### src/rtl/core/mlbd_pkg.sv
`timescale 1ns / 1ps

package mlbd_pkg;

  // Default widest source line, in pixels
  localparam int MAX_WIDTH_DEF = 4096;
  // Tallest source level, in rows
  localparam int MAX_HEIGHT = 4096;

  localparam int SIZE_W      = 13;
  localparam int ROW_W       = 12;
  localparam int CH_W        = 8;
  localparam int LANES       = 4;
  localparam int LANE_W      = CH_W + 1;
  localparam int PAIR_W      = LANES * LANE_W;
  localparam int PIX_W       = LANES * CH_W;
  localparam int BLOCK_SHIFT = 2;  // divide by the four pixels of a block

  localparam int CFG_INDEX_W = 2;
  localparam logic [CFG_INDEX_W-1:0] REG_SRC_WIDTH  = 2'd0;
  localparam logic [CFG_INDEX_W-1:0] REG_SRC_HEIGHT = 2'd1;

  typedef logic [PIX_W-1:0]  pixel_t;
  typedef logic [PAIR_W-1:0] pair_t;

  // Per-item flags from the scan unit to the result stage
  typedef struct packed {
    logic emit;       // item completes a 2x2 block
    logic from_line;  // upper pair comes from the line store
    logic last;       // final result of the level
  } scan_t;

endpackage

### src/rtl/core/mlbd_scan.sv
`timescale 1ns / 1ps

module mlbd_scan #(
  parameter int MAX_WIDTH = mlbd_pkg::MAX_WIDTH_DEF,
  parameter int WW        = $clog2(MAX_WIDTH + 1),
  parameter int XW        = $clog2(MAX_WIDTH),
  parameter int ADDR_W    = 11
) (
  input  logic                         clk,
  input  logic                         rst_n,
  input  logic                         clear,
  input  logic                         accept,
  input  mlbd_pkg::pixel_t             pixel,
  input  logic [WW-1:0]                width,
  input  logic [mlbd_pkg::SIZE_W-1:0]  height,
  output mlbd_pkg::pair_t              pair,
  output mlbd_pkg::scan_t              flags,
  output logic                         line_wr,
  output logic                         line_rd,
  output logic [ADDR_W-1:0]            line_addr
);

  localparam int OXW = (XW > ADDR_W) ? XW : ADDR_W;

  logic [XW-1:0]                 col_r, col_nxt;
  logic [mlbd_pkg::ROW_W-1:0]    row_r, row_nxt;
  mlbd_pkg::pixel_t              left_r;
  logic [WW-1:0]                 col_p1;
  logic [mlbd_pkg::SIZE_W-1:0]   row_p1;
  logic [WW-1:0]                 ox, ow_m1;
  logic [mlbd_pkg::SIZE_W-1:0]   oy, oh_m1;
  logic [OXW-1:0]                ox_ext;
  logic                          w_one, h_one, have_pair;
  mlbd_pkg::pixel_t              pair_a;

  function automatic mlbd_pkg::pair_t pair_add(mlbd_pkg::pixel_t a, mlbd_pkg::pixel_t b);
    mlbd_pkg::pair_t r;
    r = '0;
    for (int c = 0; c < mlbd_pkg::LANES; c++) begin
      r[c*mlbd_pkg::LANE_W +: mlbd_pkg::LANE_W] =
        {1'b0, a[c*mlbd_pkg::CH_W +: mlbd_pkg::CH_W]} +
        {1'b0, b[c*mlbd_pkg::CH_W +: mlbd_pkg::CH_W]};
    end
    return r;
  endfunction

  assign w_one  = (width == WW'(1));
  assign h_one  = (height == mlbd_pkg::SIZE_W'(1));
  assign col_p1 = WW'(col_r) + WW'(1);
  assign row_p1 = mlbd_pkg::SIZE_W'(row_r) + mlbd_pkg::SIZE_W'(1);

  // Width one pairs the pixel with itself; otherwise odd columns close a pair
  assign have_pair = w_one | col_r[0];
  assign pair_a    = w_one ? pixel : left_r;
  assign pair      = pair_add(pair_a, pixel);

  assign ox     = WW'(col_r >> 1);
  assign oy     = mlbd_pkg::SIZE_W'(row_r >> 1);
  assign ow_m1  = w_one ? '0 : (width >> 1) - WW'(1);
  assign oh_m1  = h_one ? '0 : (height >> 1) - mlbd_pkg::SIZE_W'(1);
  assign ox_ext = OXW'(col_r >> 1);
  assign line_addr = ox_ext[ADDR_W-1:0];

  always_comb begin
    flags.emit      = 1'b0;
    flags.from_line = 1'b0;
    flags.last      = (ox == ow_m1) && (oy == oh_m1);
    line_wr         = 1'b0;
    line_rd         = 1'b0;
    if (have_pair) begin
      if (h_one) begin
        flags.emit = 1'b1;
      end else if (!row_r[0]) begin
        // Dropped last row of an odd height leaves no pair sums
        line_wr = accept && (row_p1 < height);
      end else begin
        flags.emit      = 1'b1;
        flags.from_line = 1'b1;
        line_rd         = accept;
      end
    end
  end

  always_comb begin
    col_nxt = col_r;
    row_nxt = row_r;
    if (accept) begin
      if (col_p1 >= width) begin
        col_nxt = '0;
        row_nxt = (row_p1 >= height) ? '0 : row_p1[mlbd_pkg::ROW_W-1:0];
      end else begin
        col_nxt = col_p1[XW-1:0];
      end
    end
  end

  always_ff @(posedge clk) begin
    if (!rst_n || clear) begin
      col_r <= '0;
      row_r <= '0;
    end else begin
      col_r <= col_nxt;
      row_r <= row_nxt;
    end
  end

  always_ff @(posedge clk) begin
    if (!rst_n) begin
      left_r <= '0;
    end else if (accept && !w_one && !col_r[0] && (col_p1 < width)) begin
      left_r <= pixel;
    end
  end

endmodule

### config.mk
export PLATFORM = sky130hd
export DESIGN_NAME = mlbd_scan
export DESIGN_NICKNAME = d
export VERILOG_FILES = /design/src/rtl/core/mlbd_pkg.sv /design/src/rtl/core/mlbd_scan.sv
export SDC_FILE = /design/constraint.sdc
export NUM_CORES = 1
export LEC_CHECK = 0
export ABC_AREA = 0
export BUFFER_PORTS_ARGS = -buffer_cell sky130_fd_sc_hd__buf_2
export CAP_MARGIN = 20
export CELL_PAD_IN_SITES_DETAIL_PLACEMENT = 0
export CELL_PAD_IN_SITES_GLOBAL_PLACEMENT = 1
export CORE_MARGIN = 2
export CORE_UTILIZATION = 40
export CTS_CLUSTER_DIAMETER = 150
export DETAILED_ROUTE_END_ITERATION = 10
export PLACE_DENSITY = 0.81
export RECOVER_POWER = 50
export SETUP_SLACK_MARGIN = 0.05
export SYNTH_ARGS = -nofsm -noshare
export SYNTH_HDL_FRONTEND = slang
export SYNTH_SLANG_ARGS = --single-unit
### constraint.sdc
create_clock -name clk -period 9.8 [get_ports clk]
set_input_delay 0.49 -clock clk [delete_from_list [all_inputs] [get_ports clk]]
set_output_delay 0.49 -clock clk [all_outputs]
set_load 0.05 [all_outputs]
After elaboration in Yosys (flattened, before gate mapping)
Cells that the tools add are included.

word-level totals
  register bits = 56

operators by class
  magnitude comparators = 4
  reduce and logical (&&, ||, !) cells = 10
  bitwise gates (word level) = 1
  eq/ne operators = 4
  mux-type cells = 15
  $add $sub $neg = 8

operator list
  kind                                                  number
  adder 8 x 8 -> 9 bit                                  4
  2-to-1 mux 32 bit                                     1
  adder 12 x 1 -> 13 bit, second input constant         2
  equality test 11 x 13 -> 1 bit                        2
  equality test 13 x 1 -> 1 bit, second input constant  2
  greater-or-equal comparator 13 bit                    2
  less-than comparator 13 bit                           2
  2-to-1 mux 13 bit                                     2
  subtractor 12 x 1 -> 13 bit, second input constant    2
  2-to-1 mux 12 bit                                     2
  2-to-1 mux 1 bit                                      8
  logical AND 1 bit                                     5
  2-to-1 mux 2 bit                                      2
  logical NOT 1 bit                                     3
  AND reduction 2 bit                                   1
  logical OR 1 bit                                      1
  OR 1 bit                                              1

Depth between registers and ports, before layout
  word-level depth = 6
  depth in mapped cells = 17

Worst setup path after synthesis
Ideal clock, no wire load.

  path type = input port to output port
  start = input port width[4]
  end = output port pair[24]
  stages on the path = 15
  setup slack = 5.137 ns
  data arrival time = 4.173 ns
  buffers on the path = 2
  required time = 9.310 ns
  path through = or4_4 > nor4_1 > clkbuf_1 > clkbuf_1 > nand2_1 > nand2_1 > ha_1 > inv_1 > fa_1 > nor2b_1 > o21ai_0 > a21boi_0 > o21ai_0 > nand2b_1 > xor2_1

on the way
  longest elaborated chain between the ends = 3

ends and longest elaborated chain
  item                           line             text
  start, declared                mlbd_scan.sv:14  input logic [WW-1:0] width,
  equality test 13 x 1 -> 1 bit  mlbd_scan.sv:47  assign w_one = (width == WW'(1));
  2-to-1 mux 32 bit              mlbd_scan.sv:54  assign pair_a = w_one ? pixel : left_r;
  adder 8 x 8 -> 9 bit           mlbd_scan.sv:41  {1'b0, a[c*mlbd_pkg::CH_W +: mlbd_pkg::CH_W]} +
  end, declared                  mlbd_scan.sv:16  output mlbd_pkg::pair_t pair,

Every way passes these cells.

Worst setup path in the final report
  start = register col_r[1]
  end = register left_r[5]

on the way
  longest elaborated chain between the ends = 3

ends and longest elaborated chain
  item                         line              text
  start, declared              mlbd_scan.sv:25   logic [XW-1:0] col_r, col_nxt;
  start signal, assigned       mlbd_scan.sv:102  col_r <= col_nxt;
  adder 12 x 1 -> 13 bit       mlbd_scan.sv:49   assign col_p1 = WW'(col_r) + WW'(1);
  less-than comparator 13 bit  mlbd_scan.sv:110  end else if (accept && !w_one && !col_r[0] && (col_p1 < width)) begin
  logical AND 1 bit            mlbd_scan.sv:110
  end signal, assigned         mlbd_scan.sv:111  left_r <= pixel;
  end, declared                mlbd_scan.sv:27   mlbd_pkg::pixel_t left_r;

Every way passes these cells.
A chain may end at the register's enable or synchronous reset.

==> results.sh <==
export IMPL_fin_setup_tns_ps=0
export IMPL_ctsLongestPathBuffers=2
export IMPL_drt_vias_per_instance=5.339
export IMPL_synth_common_cells="nand2_1, ha_1, inv_1"
export IMPL_slew_viol_final=65
export IMPL_netlist_area_leader_share_pct=19.41
export IMPL_critPathCapture="left_r[5]"
export IMPL_path_max_fanout=32
export IMPL_clockPowerShare_pct=27.6
export IMPL_io_pins=114
export IMPL_clockRootBuffer="clkbuf_16"
export IMPL_cts_buffers=5
export IMPL_netlist_instances=765
export IMPL_worst_setup_path_end_kind="flop"
export IMPL_cap_violations=2
export IMPL_postRouteAntennaNets=0
export IMPL_intPower_uw=412.2
export IMPL_fillers=1520
export IMPL_areaGrowthSynthToFinish_pct=12.37
export IMPL_grt_overflow=0
export IMPL_yosysUniqueCellTypes=61
export IMPL_worstReg2RegEnd="left_r[5]"
export IMPL_htreeDepth=2
export IMPL_power_leakage_uw=0.003183
export IMPL_post_cts_setup_buffers=0
export IMPL_ff2ff_setup_slack_ps=4330
export IMPL_die_area_um2=15420
export IMPL_clock_sinks=56
export IMPL_reg2reg_depth=14
export IMPL_drive_gt1_share_pct=11.19
export IMPL_clock_latency_ps=310
export IMPL_p_comb_share_pct=37.6
export IMPL_antenna_found_initial=0
export IMPL_switching_share_pct=40.40
export IMPL_rows=43
export IMPL_setup_viol=0
export IMPL_fin_crit_sh_pct=55.79
export IMPL_power_switching_uw=279.4
export IMPL_antenna_cells=0
export IMPL_ys_warn_count=0
export IMPL_clock_skew_ps=4.472
export IMPL_timing_hold_violations_final=0
export IMPL_cts_tree="built"
export IMPL_seq_area_frac_synth_pct=19.41
export IMPL_outcome="finished with violations"
export IMPL_fin_nets=976
export IMPL_drt_wl_total_mm=15.38
export IMPL_vias=5494
export IMPL_place_gp_congestion=0.9050
export IMPL_slew_headroom_pct=-58.58
export IMPL_synth_area_leaders="dfxtp_1, ha_1, nand2_1"
export IMPL_critical_path_startpoint="col_r[1]"
export IMPL_synth_edff_count=0
export IMPL_synth_flop_cell="dfxtp_1"
export IMPL_drt_iter0_markers=272
export IMPL_io_buffers=113
export IMPL_die_y_um=124.2
export IMPL_initial_core_util_pct=41.29
export IMPL_rsz0062_at_grt="no"
export IMPL_drt_pass1_iterations=5
export IMPL_grt_pass1_vias=5212
export IMPL_ctsResizeCount=0
export IMPL_worstSetupStartpointType="flop"
export IMPL_ys_seq_elements=56
export IMPL_tightestPinTransition_ps=2379
export IMPL_reg2reg_from="col_r[1]"
export IMPL_syn_area_um2=5776
export IMPL_irDropWorstVdd_v=0.00006571
export IMPL_synth_nets=893
export IMPL_track_usage_pct=20.50
export IMPL_wl_per_cell_um=14.95
export IMPL_violations="max-capacitance violations, max-slew violations"
export IMPL_die_x_um=124.2
export IMPL_timing_fmax_mhz=182.9
export IMPL_syn_avg_cell_area_um2=7.550
export IMPL_core_region_area_um2=13990
export IMPL_dp_cells=1021
export IMPL_powerDensity_nw_per_um2=106.6
export IMPL_hpwl_mm=12.09
export IMPL_criticalPathCategory="reg -> reg"
export IMPL_worstHoldPathType="in -> reg"
export IMPL_async_flop_share_pct=0
export IMPL_final_cells=1029
export IMPL_grt_max_degree=43
export IMPL_clkTransAtPathRegs_ps=80
export IMPL_synth_top_area_cell="dfxtp_1"
export IMPL_seqPwrFrac_pct=34.7
export IMPL_arrival_ps=5660
export IMPL_cts_hold_fix_buffers=0
export IMPL_period_needed_ps=5467
export IMPL_cp_required_ps=9990
export IMPL_grt_pass1_wl_mm=25.22
export IMPL_drc=0
export IMPL_yosysMostFrequentCell="nand2_1"
final cells by class:
cell class              count  area (um^2)  share of cell area (%)
multi-input cells         610         4237                   65.28
flip-flops and latches     56         1121                   17.27
repair buffers            117        539.3                   8.309
well taps                 180        225.2                   3.470
inverters                  58        217.7                   3.355
clock buffers               5        125.1                   1.928
clock inverters             3        25.02                  0.3856
how the worst min path moves through the flow:
stage               startpoint    endpoint  slack [ps]  depth (start not counted)
global route         pixel[13]  left_r[13]         480                          3
detailed placement  left_r[21]  left_r[21]         510                          2
global placement    left_r[13]  left_r[13]         500                          2
CTS                  pixel[13]  left_r[13]         460                          3
finish               pixel[31]  left_r[31]         470                          3
floorplan            left_r[0]   left_r[0]         490                          2
worst max-delay path, stage by stage (launching register included):
cell       delay [ps]
dfxtp_1           490
ha_1              290
nand3_1           190
nor2_1            310
and3_1            270
and3_1            250
xor2_1            170
ha_1              260
a21o_1            160
a21o_1            190
a221oi_1         1090
o2111ai_4         190
clkbuf_1          950
mux2i_1           450
nor2b_1            70
state kept, by name, summed over array words and instances, names as in the netlist:
| name | flops |
|---|---|
| left_r | 32 |
| row_r | 12 |
| col_r | 12 |
per-layer routing:
| layer | vias up | track usage, % | routed length, um | part of all wire (%) |
|---|---|---|---|---|
| met3 | 13 | 3.800 | 737 | 4.8 |
| met4 | 0 | 3.792 | 174 | 1.1 |
| li1 | 2838 | - | - | - |
| met1 | 2525 | 27.23 | 7136 | 46 |
| met5 | - | 0 | 0 | 0 |
| met2 | 118 | 34.84 | 7330 | 48 |
power by group through the flow:
| stage | combinational [uW] | clock (uW) | sequential [uW] |
|---|---|---|---|
| 6_report | 260 | 191 | 240 |
| 5_1_grt | 285 | 208 | 242 |
| 4_1_cts | 265 | 198 | 240 |
| 3_5_place_dp | 264 | 0 | 246 |
| 3_3_place_gp | 264 | 0 | 245 |
| 2_1_floorplan | 197 | 0 | 245 |
through the flow:
stage          hold WS [ps]  area [um^2]  power, uW  setup slack (ps)  util, %
4_1_cts               462.2         6553      704.3              5296    46.84
3_5_place_dp          510.1         6402      510.1              5298    45.77
5_1_grt               484.7         6490      734.2              3954    46.40
6_report              472.0         6490      691.6              4333    46.40
2_1_floorplan         485.5         5776      441.8              5137        -
3_3_place_gp          495.7         6402      509.2              5411    45.77
kinds of logic after synthesis:
family / Yosys count / share of synthesized area, %
AND/OR/NAND/NOR: 307 / 26.58
AO/OA/AOI/OAI: 145 / 17.03
buffers and inverters: 99 / 7.430
adder cells (fa/ha/maj): 66 / 14.82
XOR/XNOR: 57 / 8.644
flip-flops: 56 / 19.41
multiplexers: 35 / 6.088
cell usage in the layout (no fill, tap or decap), types with 5 or more instances in the layout:
master	Yosys	layout
a21o_1	23	23
a21oi_1	31	31
a22o_1	6	6
a31oi_1	9	9
and3_1	11	11
buf_2	3	74
clkbuf_1	22	41
clkbuf_16	0	5
dfxtp_1	56	56
ha_1	62	62
inv_1	58	58
mux2i_1	34	34
nand2_1	118	118
nand2b_1	8	8
nand3_1	31	31
nand4_1	6	6
nand4b_1	7	7
nor2_1	39	39
nor2b_1	41	41
nor3_1	11	11
nor4_1	6	5
o21ai_0	31	31
o22ai_1	5	5
or3_1	6	6
xnor2_1	39	39
xor2_1	18	18
(Power assumes the default switching activity.)
